[src/hdl/cic_decimator_pruned_macros.svh]
// assertion macros for the pruned cic decimator
// expects signals named clk and rst_n in the including scope
`ifndef CIC_DECIMATOR_PRUNED_MACROS_SVH
`define CIC_DECIMATOR_PRUNED_MACROS_SVH
`ifndef SYNTHESIS
`define CICDP_ASSERT_IMP(lbl, ante, cons) \
    lbl: assert property (@(posedge clk) disable iff (!rst_n) (ante) |-> (cons)) \
        else $error("cicdp same-cycle check failed");
`define CICDP_ASSERT_NXT(lbl, ante, cons) \
    lbl: assert property (@(posedge clk) disable iff (!rst_n) (ante) |=> (cons)) \
        else $error("cicdp next-cycle check failed");
`else
`define CICDP_ASSERT_IMP(lbl, ante, cons)
`define CICDP_ASSERT_NXT(lbl, ante, cons)
`endif
`endif

[src/hdl/cicdp_pkg.sv]
// shared widths, pruning shifts, types and the truncating divide for the cic decimator
// no dependencies
package cicdp_pkg;

    localparam int STAGES      = 4;
    localparam int ACC_WIDTH   = 48;
    localparam int IN_WIDTH    = 16;
    localparam int OUT_WIDTH   = 48;
    localparam int RATIO_WIDTH = 11;
    localparam int PHASE_WIDTH = 10;

    localparam logic [RATIO_WIDTH-1:0] RATIO_RESET = RATIO_WIDTH'(16);
    localparam logic [RATIO_WIDTH-1:0] RATIO_MAX   = RATIO_WIDTH'(1024);

    localparam int unsigned INTEG_SHIFT [STAGES] = '{0, 3, 5, 4};
    localparam int unsigned LAST_INTEG_SHIFT     = 2;
    localparam int unsigned COMB_SHIFT  [STAGES] = '{1, 1, 1, 2};

    typedef logic signed [ACC_WIDTH-1:0] acc_t;

    typedef struct packed {
        logic valid;
        logic fresh;
    } stage_ctl_t;

    typedef struct packed {
        logic                   fresh;
        logic [PHASE_WIDTH-1:0] phase;
    } phase_stat_t;

    // signed divide by 2^shift, rounding toward zero
    function automatic acc_t div_pow2_tz(acc_t value, int unsigned shift);
        logic [ACC_WIDTH-1:0] mask;
        acc_t                 floor_q;
        logic                 round_up;
        mask     = (ACC_WIDTH'(1) << shift) - ACC_WIDTH'(1);
        floor_q  = value >>> shift;
        round_up = value[ACC_WIDTH-1] && ((value & mask) != '0);
        return floor_q + acc_t'(round_up);
    endfunction

endpackage

[src/hdl/cicdp_if.sv]
// valid/ready channel interfaces for samples, results and the ratio register
// depends on cicdp_pkg
interface cicdp_sample_if import cicdp_pkg::*; ();
    logic                       valid;
    logic                       ready;
    logic signed [IN_WIDTH-1:0] sample_in;

    modport source (output valid, output sample_in, input ready);
    modport sink   (input valid, input sample_in, output ready);
endinterface

interface cicdp_result_if import cicdp_pkg::*; ();
    logic                        valid;
    logic                        ready;
    logic signed [OUT_WIDTH-1:0] filtered_q2;
    logic                        fresh;

    modport source (output valid, output filtered_q2, output fresh, input ready);
    modport sink   (input valid, input filtered_q2, input fresh, output ready);
endinterface

interface cicdp_cfg_if import cicdp_pkg::*; ();
    logic                   valid;
    logic                   ready;
    logic [RATIO_WIDTH-1:0] decimation_ratio;

    modport source (output valid, output decimation_ratio, input ready);
    modport sink   (input valid, input decimation_ratio, output ready);
endinterface

[src/hdl/cic_decimator_pruned.sv]
// Fourth-order CIC decimator with fixed per-stage pruning. One sample beat is taken every clock
// and every sample beat yields one result beat: the held comb output (two fractional bits) and
// a fresh flag set on the samples that ran the comb section. Each beat passes through the
// register chain of four integrators, three comb registers and the output register; each stage
// is one add. A stalled result only blocks sample beats once every stage holds a beat. Ratio
// writes take effect on the next sample and are meant to be made while the filter is idle.
// depends on cicdp_pkg, cicdp_if, cicdp_phase, cicdp_integ, cicdp_comb and the macros header
`include "cic_decimator_pruned_macros.svh"

module cic_decimator_pruned import cicdp_pkg::*;
(
    input  logic           clk,
    input  logic           rst_n,
    cicdp_cfg_if.sink      cfg,
    cicdp_sample_if.sink   sample,
    cicdp_result_if.source result
);

    phase_stat_t stat;
    stage_ctl_t  integ_ctl;
    acc_t        integ_data;
    logic        integ_ready;
    logic        comb_ready;
    logic        accept;

    assign accept = sample.valid && integ_ready;
    assign sample.ready = integ_ready;

    cicdp_phase u_phase
    (
        .clk    (clk),
        .rst_n  (rst_n),
        .cfg    (cfg),
        .accept (accept),
        .stat   (stat)
    );

    cicdp_integ u_integ
    (
        .clk        (clk),
        .rst_n      (rst_n),
        .in_valid   (sample.valid),
        .in_fresh   (stat.fresh),
        .sample_in  (sample.sample_in),
        .up_ready   (integ_ready),
        .out_ctl    (integ_ctl),
        .out_data   (integ_data),
        .down_ready (comb_ready)
    );

    cicdp_comb u_comb
    (
        .clk      (clk),
        .rst_n    (rst_n),
        .in_ctl   (integ_ctl),
        .in_data  (integ_data),
        .up_ready (comb_ready),
        .result   (result)
    );

    // backpressure reaches the sample side only with the whole pipe full
    `CICDP_ASSERT_IMP(a_full_stall, !sample.ready, result.valid && !result.ready)
    // phase only moves on a sample beat, then steps by one or wraps
    `CICDP_ASSERT_NXT(a_phase_hold, !accept, $stable(stat.phase))
    `CICDP_ASSERT_NXT(a_phase_step, accept, stat.fresh || (stat.phase == $past(stat.phase) + 1'b1))

endmodule

[src/hdl/cicdp_phase.sv]
// decimation ratio register and phase counter, marks which samples run the combs
// depends on cicdp_pkg and cicdp_if
module cicdp_phase import cicdp_pkg::*;
(
    input  logic        clk,
    input  logic        rst_n,
    cicdp_cfg_if.sink   cfg,
    input  logic        accept,
    output phase_stat_t stat
);

    logic [RATIO_WIDTH-1:0] ratio_reg;
    logic [RATIO_WIDTH-1:0] ratio_eff;
    logic [PHASE_WIDTH-1:0] phase_reg;
    logic [PHASE_WIDTH-1:0] phase_next;
    logic [RATIO_WIDTH-1:0] count;

    assign cfg.ready = 1'b1;

    always_comb
    begin
        if (ratio_reg == '0)
        begin
            ratio_eff = RATIO_WIDTH'(1);
        end
        else if (ratio_reg > RATIO_MAX)
        begin
            ratio_eff = RATIO_MAX;
        end
        else
        begin
            ratio_eff = ratio_reg;
        end
        count      = RATIO_WIDTH'(phase_reg) + RATIO_WIDTH'(1);
        phase_next = (count >= ratio_eff) ? '0 : count[PHASE_WIDTH-1:0];
    end

    always_ff @(posedge clk or negedge rst_n)
    begin
        if (!rst_n)
        begin
            ratio_reg <= RATIO_RESET;
            phase_reg <= '0;
        end
        else
        begin
            if (cfg.valid)
            begin
                ratio_reg <= cfg.decimation_ratio;
            end
            if (accept)
            begin
                phase_reg <= phase_next;
            end
        end
    end

    assign stat.fresh = (phase_reg == '0);
    assign stat.phase = phase_reg;

endmodule

[src/hdl/cicdp_integ.sv]
// four pruned integrator stages, each register doubling as a pipeline stage
// depends on cicdp_pkg
module cicdp_integ import cicdp_pkg::*;
(
    input  logic                       clk,
    input  logic                       rst_n,
    input  logic                       in_valid,
    input  logic                       in_fresh,
    input  logic signed [IN_WIDTH-1:0] sample_in,
    output logic                       up_ready,
    output stage_ctl_t                 out_ctl,
    output acc_t                       out_data,
    input  logic                       down_ready
);

    logic [STAGES-1:0] valid_reg;
    logic [STAGES-1:0] fresh_reg;
    acc_t              integ_reg [STAGES];
    logic [STAGES:0]   rdy;
    logic [STAGES-1:0] fire;
    logic [STAGES-1:0] stage_fresh;
    acc_t              feed      [STAGES];

    always_comb
    begin
        rdy[STAGES] = down_ready;
        for (int i = STAGES - 1; i >= 0; i--)
        begin
            rdy[i] = !valid_reg[i] || rdy[i+1];
        end
        fire[0]        = in_valid && rdy[0];
        stage_fresh[0] = in_fresh;
        feed[0]        = div_pow2_tz(acc_t'(sample_in), INTEG_SHIFT[0]);
        for (int i = 1; i < STAGES; i++)
        begin
            fire[i]        = valid_reg[i-1] && rdy[i];
            stage_fresh[i] = fresh_reg[i-1];
            feed[i]        = div_pow2_tz(integ_reg[i-1], INTEG_SHIFT[i]);
        end
    end

    always_ff @(posedge clk or negedge rst_n)
    begin
        if (!rst_n)
        begin
            valid_reg <= '0;
            fresh_reg <= '0;
            for (int i = 0; i < STAGES; i++)
            begin
                integ_reg[i] <= '0;
            end
        end
        else
        begin
            for (int i = 0; i < STAGES; i++)
            begin
                if (fire[i])
                begin
                    valid_reg[i] <= 1'b1;
                    fresh_reg[i] <= stage_fresh[i];
                    integ_reg[i] <= integ_reg[i] + feed[i];
                end
                else if (rdy[i+1])
                begin
                    valid_reg[i] <= 1'b0;
                end
            end
        end
    end

    assign up_ready      = rdy[0];
    assign out_ctl.valid = valid_reg[STAGES-1];
    assign out_ctl.fresh = fresh_reg[STAGES-1];
    assign out_data      = integ_reg[STAGES-1];

endmodule

[src/hdl/cicdp_comb.sv]
// four pruned comb stages, the last one holding the decimated output register
// depends on cicdp_pkg and cicdp_if
module cicdp_comb import cicdp_pkg::*;
(
    input  logic            clk,
    input  logic            rst_n,
    input  stage_ctl_t      in_ctl,
    input  acc_t            in_data,
    output logic            up_ready,
    cicdp_result_if.source  result
);

    logic [STAGES-1:0] valid_reg;
    logic [STAGES-1:0] fresh_reg;
    acc_t              c_reg     [STAGES];
    acc_t              delay_reg [STAGES];
    logic [STAGES:0]   rdy;
    logic [STAGES-1:0] fire;
    logic [STAGES-1:0] stage_fresh;
    acc_t              scaled    [STAGES];

    always_comb
    begin
        rdy[STAGES] = result.ready;
        for (int i = STAGES - 1; i >= 0; i--)
        begin
            rdy[i] = !valid_reg[i] || rdy[i+1];
        end
        // last integrator scaling and first comb scaling truncate as one shift
        fire[0]        = in_ctl.valid && rdy[0];
        stage_fresh[0] = in_ctl.fresh;
        scaled[0]      = div_pow2_tz(in_data, LAST_INTEG_SHIFT + COMB_SHIFT[0]);
        for (int i = 1; i < STAGES; i++)
        begin
            fire[i]        = valid_reg[i-1] && rdy[i];
            stage_fresh[i] = fresh_reg[i-1];
            scaled[i]      = div_pow2_tz(c_reg[i-1], COMB_SHIFT[i]);
        end
    end

    always_ff @(posedge clk or negedge rst_n)
    begin
        if (!rst_n)
        begin
            valid_reg <= '0;
            fresh_reg <= '0;
            for (int i = 0; i < STAGES; i++)
            begin
                c_reg[i]     <= '0;
                delay_reg[i] <= '0;
            end
        end
        else
        begin
            for (int i = 0; i < STAGES; i++)
            begin
                if (fire[i])
                begin
                    valid_reg[i] <= 1'b1;
                    fresh_reg[i] <= stage_fresh[i];
                    if (stage_fresh[i])
                    begin
                        c_reg[i]     <= scaled[i] - delay_reg[i];
                        delay_reg[i] <= scaled[i];
                    end
                end
                else if (rdy[i+1])
                begin
                    valid_reg[i] <= 1'b0;
                end
            end
        end
    end

    assign up_ready           = rdy[0];
    assign result.valid       = valid_reg[STAGES-1];
    assign result.fresh       = fresh_reg[STAGES-1];
    assign result.filtered_q2 = OUT_WIDTH'(c_reg[STAGES-1]);

endmodule
[src/flat_wrapper.sv]
// flat-port wrapper written by rule: the top's interface ports become plain ports
module cic_decimator_pruned_flat import cicdp_pkg::*;
  (clk, rst_n, cfg_valid, cfg_decimation_ratio, cfg_ready, sample_valid, sample_sample_in, sample_ready, result_valid, result_filtered_q2, result_fresh, result_ready);
  cicdp_cfg_if cfg_i ();
  cicdp_sample_if sample_i ();
  cicdp_result_if result_i ();
  input  logic clk;
  input  logic rst_n;
  input wire logic [$bits(cfg_i.valid)-1:0] cfg_valid;
  input wire logic [$bits(cfg_i.decimation_ratio)-1:0] cfg_decimation_ratio;
  output wire logic [$bits(cfg_i.ready)-1:0] cfg_ready;
  input wire logic [$bits(sample_i.valid)-1:0] sample_valid;
  input wire logic [$bits(sample_i.sample_in)-1:0] sample_sample_in;
  output wire logic [$bits(sample_i.ready)-1:0] sample_ready;
  output wire logic [$bits(result_i.valid)-1:0] result_valid;
  output wire logic [$bits(result_i.filtered_q2)-1:0] result_filtered_q2;
  output wire logic [$bits(result_i.fresh)-1:0] result_fresh;
  input wire logic [$bits(result_i.ready)-1:0] result_ready;
  assign cfg_i.valid = cfg_valid;
  assign cfg_i.decimation_ratio = cfg_decimation_ratio;
  assign cfg_ready = cfg_i.ready;
  assign sample_i.valid = sample_valid;
  assign sample_i.sample_in = sample_sample_in;
  assign sample_ready = sample_i.ready;
  assign result_valid = result_i.valid;
  assign result_filtered_q2 = result_i.filtered_q2;
  assign result_fresh = result_i.fresh;
  assign result_i.ready = result_ready;
  cic_decimator_pruned u_core (.clk(clk), .rst_n(rst_n), .cfg(cfg_i), .sample(sample_i), .result(result_i));
endmodule
[config.mk]
export PLATFORM = sky130hd
export DESIGN_NAME = cic_decimator_pruned_flat
export DESIGN_NICKNAME = d
export VERILOG_FILES = /design/src/hdl/cicdp_pkg.sv /design/src/hdl/cicdp_if.sv /design/src/hdl/cic_decimator_pruned.sv /design/src/hdl/cicdp_phase.sv /design/src/hdl/cicdp_integ.sv /design/src/hdl/cicdp_comb.sv /design/src/flat_wrapper.sv
export VERILOG_INCLUDE_DIRS = /design/src /design/src/hdl
export SDC_FILE = /design/constraint.sdc
export NUM_CORES = 2
export LEC_CHECK = 0
export ABC_AREA = 0
export BUFFER_PORTS_ARGS = -buffer_cell sky130_fd_sc_hd__buf_4
export CAP_MARGIN = 10
export CORE_UTILIZATION = 59
export CTS_BUF_LIST = sky130_fd_sc_hd__clkbuf_16
export CTS_CLUSTER_DIAMETER = 100
export DETAILED_ROUTE_END_ITERATION = 10
export PLACE_DENSITY_LB_ADDON = 0.3
export SLEW_MARGIN = 25
export SYNTH_ARGS = -nofsm -noshare
export SYNTH_HDL_FRONTEND = slang
export SYNTH_HIERARCHICAL = 1
export SYNTH_SLANG_ARGS = --single-unit
[constraint.sdc]
create_clock -name clk -period 4.6 [get_ports clk]
set_clock_uncertainty 0.05 [all_clocks]
set_input_delay 0.92 -clock clk [delete_from_list [all_inputs] [get_ports clk]]
set_output_delay 0.92 -clock clk [all_outputs]
set_load 0.02 [all_outputs]
## After elaboration in Yosys (flattened, before gate mapping)

Index checks and enable logic that the tools add are counted.

| cells by class | value |
|---|---|
| reductions and logical operators | 51 |
| order comparisons | 2 |
| add/subtract/negate cells | 17 |
| multiplexer cells | 19 |

Operator list:

| operator | count |
|---|---|
| nonzero test 48 bit | 5 |
| adder 47 x 2 -> 48 bit | 2 |
| subtractor 48 bit | 2 |
| adder 45 x 2 -> 46 bit | 2 |
| adder 48 x 17 -> 48 bit | 1 |
| adder 48 x 44 -> 48 bit | 1 |
| adder 48 x 45 -> 48 bit | 1 |
| adder 48 x 46 -> 48 bit | 1 |
| subtractor 47 x 47 -> 48 bit | 1 |
| adder 46 x 2 -> 47 bit | 1 |
| subtractor 46 x 46 -> 47 bit | 1 |
| adder 44 x 2 -> 45 bit | 1 |
| adder 43 x 2 -> 44 bit | 1 |
| two-way mux 11 bit | 2 |
| adder 16 x 2 -> 17 bit | 1 |
| two-way mux 1 bit | 16 |
| nonzero test 2 bit | 8 |
| logical AND 1 bit | 15 |
| adder 10 x 1 -> 11 bit (second input constant) | 1 |
| greater-or-equal comparator 11 bit | 1 |
| greater-than comparator 11 bit (second input constant) | 1 |
| logical NOT 11 bit | 1 |
| logical NOT 10 bit | 1 |
| two-way mux 10 bit | 1 |
| 4 further kinds | 21 |

| storage, ports and cells | value |
|---|---|
| logic and storage cells | 119 |
| bits of input ports | 32 |
| output and inout bits | 52 |
| bits in registers | 610 |

## Logic depth before layout (Yosys ltp)

| logic depth | value |
|---|---|
| depth after elaboration | 11 |
| depth in mapped cells | 23 |
| depth with buffers taken out | 22 |

## Modules after synthesis

Netlist, hierarchy kept.

By module, submodules not included:

| module | area an instance (µm²) | cells each | instances | seq. area each (µm²) |
|---|---|---|---|---|
| cicdp_comb | 28217.1 | 3457 | 1 | 9709.3 |
| cicdp_integ | 17626.9 | 2132 | 1 | 5004.8 |
| cicdp_phase | 1397.6 | 142 | 1 | 526.8 |
| cic_decimator_pruned | 6.3 | 1 | 1 | 0.0 |

## Worst setup path before layout

No wires, ideal clock.

| timing | value |
|---|---|
| path kind | register -> register |
| from | register u_core.u_integ.integ_reg (netlist bit u_core/u_integ/out_data[1]) |
| to | register u_core/u_comb/c_reg[190] (netlist bit) |
| library setup time | 0.065 ns |
| stages on the path, launching flop included | 24 |
| required time | 4.485 ns |
| clock period less this slack | 4.605 ns |
| setup slack | -0.005 ns |
| buffers on the path | 1 |
| data arrival time | 4.490 ns |
| cells stage by stage | dfrtp_1 buf_4 o31a_1 ha_1 nand2_1 nor3_1 nor2b_1 nor2b_1 nor2b_1 nand2b_1 nor2_1 nand2_1 xnor2_1 ha_1 a21o_1 a21o_1 a21oi_1 nor2b_1 o21a_1 o21a_1 o21a_1 a311o_1 a2111oi_2 a211o_1 |

RTL lines:

| item | line | source |
|---|---|---|
| start, declared | cicdp_integ.sv:18 | `acc_t integ_reg [STAGES];` |
| start signal, assigned by index | cicdp_integ.sv:61 | `integ_reg[i] <= integ_reg[i] + feed[i];` |
| end signal, assigned by index | cicdp_comb.sv:63 | `c_reg[i] <= scaled[i] - delay_reg[i];` |
| end, declared | cicdp_comb.sv:15 | `acc_t c_reg [STAGES];` |

==> results.yml <==
outcome:
  status: "finished clean"
logic_synthesis:
  synth_cell_types: 105
  synth.avg_cell_area_um2: 8.24
  syn-num-nets: 6169
  yosysWarnings: 6
  synthCells: 5732
  async_reset_ff_frac: 1.00
  yosys-top-cells-area: "dfrtp_1 32%, ha_1 10%, nand2_1 6.7%, o21ai_0 6.6%, xnor2_1 5.6%"
  synth_edf_count: 0
  synthesis.area_um2: 47200
  synth_area_leader_cell: "dfrtp_1"
  synth_most_common_cell: "nand2_1"
  synth-seq-cells: 609
  synthFlopType: "dfrtp_1"
  synth_top_area_share: 0.322
  seq_area_frac_synth: 0.323
  synthTopCellsByCount: "838 x nand2_1, 626 x o21ai_0, 608 x dfrtp_1"
detailed_routing:
  wl_per_cell_um: 16.9
  drc_errors: 0
  vias_per_cell: 5.91
  initialDrtViolationCount: 2765
  vias: 40400
  firstDrtPassIters: 6
  ant_nets: 0
  finalWirelength_um: 116000
finish:
  largest_reg_flops: 189
  num_antenna_cells: 0
  num-nets-final: 6168
  utilization: 0.655
  final_cells: 6833
  drive_above_1_share: 0.0994
  areaGrowthSynthToFinish_pct: 9.70
sta:
  setup_viol: 0
  setup_tns_ps: 0
  fmax_ghz: 0.225
  tightestPinTransition_ps: 905
  relSlewSlack: 0.395
  finalHoldViolations: 0
  rsz0062_at_grt: "true"
  final_max_slew_viol_count: 0
  layout_min_cycle_time_ps: 4450
  min_period_over_period: 0.967
clocking:
  tritoncts: "yes"
  path_clk_slew_ps: 60
  holdBufCountCts: 0
  htree_levels: 3
  cts_num_sinks: 609
  clk_latency_ps: 620
  clockRootBuffer: "clkbuf_16"
  numCtsBuffers: 72
  cts_buffer_depth: 3
die:
  core_region_area_um2: 79100
  dieWidth_um: 285
  rows: 103
  start_util: 0.597
  die_h_um: 285
  die-area_um2: 81200
  ios: 84
setup_path:
  cp-start-kind: "flop"
  critPathRequiredTime_ps: 5100
  cpMaxStageDelayCell: "a221o_1"
  critPathKind: "reg2reg"
  cp.arrival_ps: 4950
  critPathBufInv: 1
  cpPeakStageDelay_ps: 380
  crit_fanout: 4
  cp-end-kind: "flop"
  critical-path-top-delay-family: "compound AO/OA/AOI/OAI gates"
  path_cells: "o31a_1, ha_2, nand2_2, nor3_4, nor2b_4, nor2b_4, buf_4, and4_1, xor2_2, ha_1, and3_1, and3_1, a221o_1, a31oi_4, o21ai_4, a221o_1, a311o_1, a2111oi_4, a211o_1"
global_route:
  grt_overflow_total: 0
  grt_pass1_wl_um: 191000
  grt_use_total: 0.281
  antenna_found_initial: 0
  grt_pass1_vias: 38900
  grt_max_degree: 105
pwr:
  fin_total_pwr_uw: 39100
  p_per_area_nw_per_um2: 755
  p_leak_uw: 0.0249
  vdd_drop_max_mv: 0.549
hold_path:
  min_path_type: "in2async"
place:
  gp_congestion: 0.939
  io_buffer_count: 82
  hpwl_um: 87200
  dp_cells: 6694
job:
  cap_violations: 0
[report_power, final]
part / switching (uW) / leakage [uW] / internal [uW]
clock: 2340 / 0.00115 / 3070
sequential: 1970 / 0.00736 / 7470
combinational: 14100 / 0.0164 / 10200
[logic make-up after synthesis]
group	synth area share
muxes	0.0106
adders and majority gates	0.109
DFF	0.323
and+or+nand+nor	0.171
xor gates and xnor gates	0.0969
buffers and inverters	0.0581
other	0.0000794
AOI/OAI and AO/OA	0.231
[layer usage]
layer / vias to the layer above / global-route usage / part of all wire
met5: - / 0 / 0
met4: 0 / 0.0975 / 0.034
met3: 246 / 0.0337 / 0.038
met2: 830 / 0.492 / 0.49
met1: 19200 / 0.357 / 0.44
li1: 20100 / - / -
[area by class of cell]
type	instances	area, um^2
clock buffer	72	1800
clock inverter	54	375
fill	6710	27300
inverter	289	1080
multi-input combinational	4496	29900
sequential	609	15200
tap	1050	1310
timing repair buffer	263	2110
[final timing paths]
path,slack (ps),to,from,depth (start not counted)
setup / recovery,150,u_core/u_comb/c_reg[190]$_DFFE_PN0P_,u_core/u_integ/out_data[1]$_DFFE_PN0P_,19
hold / removal,310,u_core/u_comb/delay_reg[104]$_DFFE_PN0P_,rst_n,1
setup reg to reg,150,u_core/u_comb/c_reg[190]$_DFFE_PN0P_,u_core/u_integ/out_data[1]$_DFFE_PN0P_,19
hold reg to reg,420,u_core/u_comb/c_reg[96]$_DFFE_PN0P_,u_core/u_comb/c_reg[96]$_DFFE_PN0P_,2
max in group asynchronous,3100,u_core/u_comb/c_reg[59]$_DFFE_PN0P_,rst_n,2
min in group clk,420,u_core/u_comb/c_reg[96]$_DFFE_PN0P_,u_core/u_comb/c_reg[96]$_DFFE_PN0P_,2
[through the flow]
step | hold slack, ps | cell area, um^2 | setup slack (ps)
6_report | 311 | 51800 | 153
5_1_grt | 349 | 51800 | -45.8
4_1_cts | 333 | 51200 | 9.40
3_5_place_dp | 416 | 49000 | -85.7
3_3_place_gp | 406 | 49000 | 20.0
2_1_floorplan | 390 | 47300 | 51.0
[worst register-to-register path: cells and delay by family (launching register included)]
kind            cells  cell delay, ps
compound gates      8            1970
flops               1             350
simple gates        7            1270
fa+ha+maj           2             460
buf+inv             1             120
xor+xnor            1             170
[cell usage in the layout, fill, tap and decap left out, types with 13 or more instances in the layout]
cell       instances
xnor2_1          286
dfrtp_1          607
a41oi_1           13
a21oi_1          405
o21a_1            52
nand2_1          832
ha_1             386
o21bai_1          64
nor2b_1           54
o21ai_0          622
a31oi_1           40
nor3_1            39
buf_4            252
and4_1            20
or3_1             15
a211o_1           13
xnor2_2           16
a211oi_1          36
nand2b_1          55
clkbuf_16         72
o31ai_1           35
xor2_1           213
nand4_1           95
nand3_1          155
and3_1            87
clkinv_1          13
o21ai_1           39
a21oi_2           17
inv_1            308
o31a_1            17
and2_1            29
a21o_1           222
o211ai_1          24
nor2_1           274
mux2_2            41
[timing repair]
action | 4_1_cts | 5_1_grt
gates resized for setup | 6 | 110
endpoints found under the setup margin | 4 | 49
setup buffers | 0 | 13
pin swaps | 0 | 31
Power figures use the tool's default switching activity.
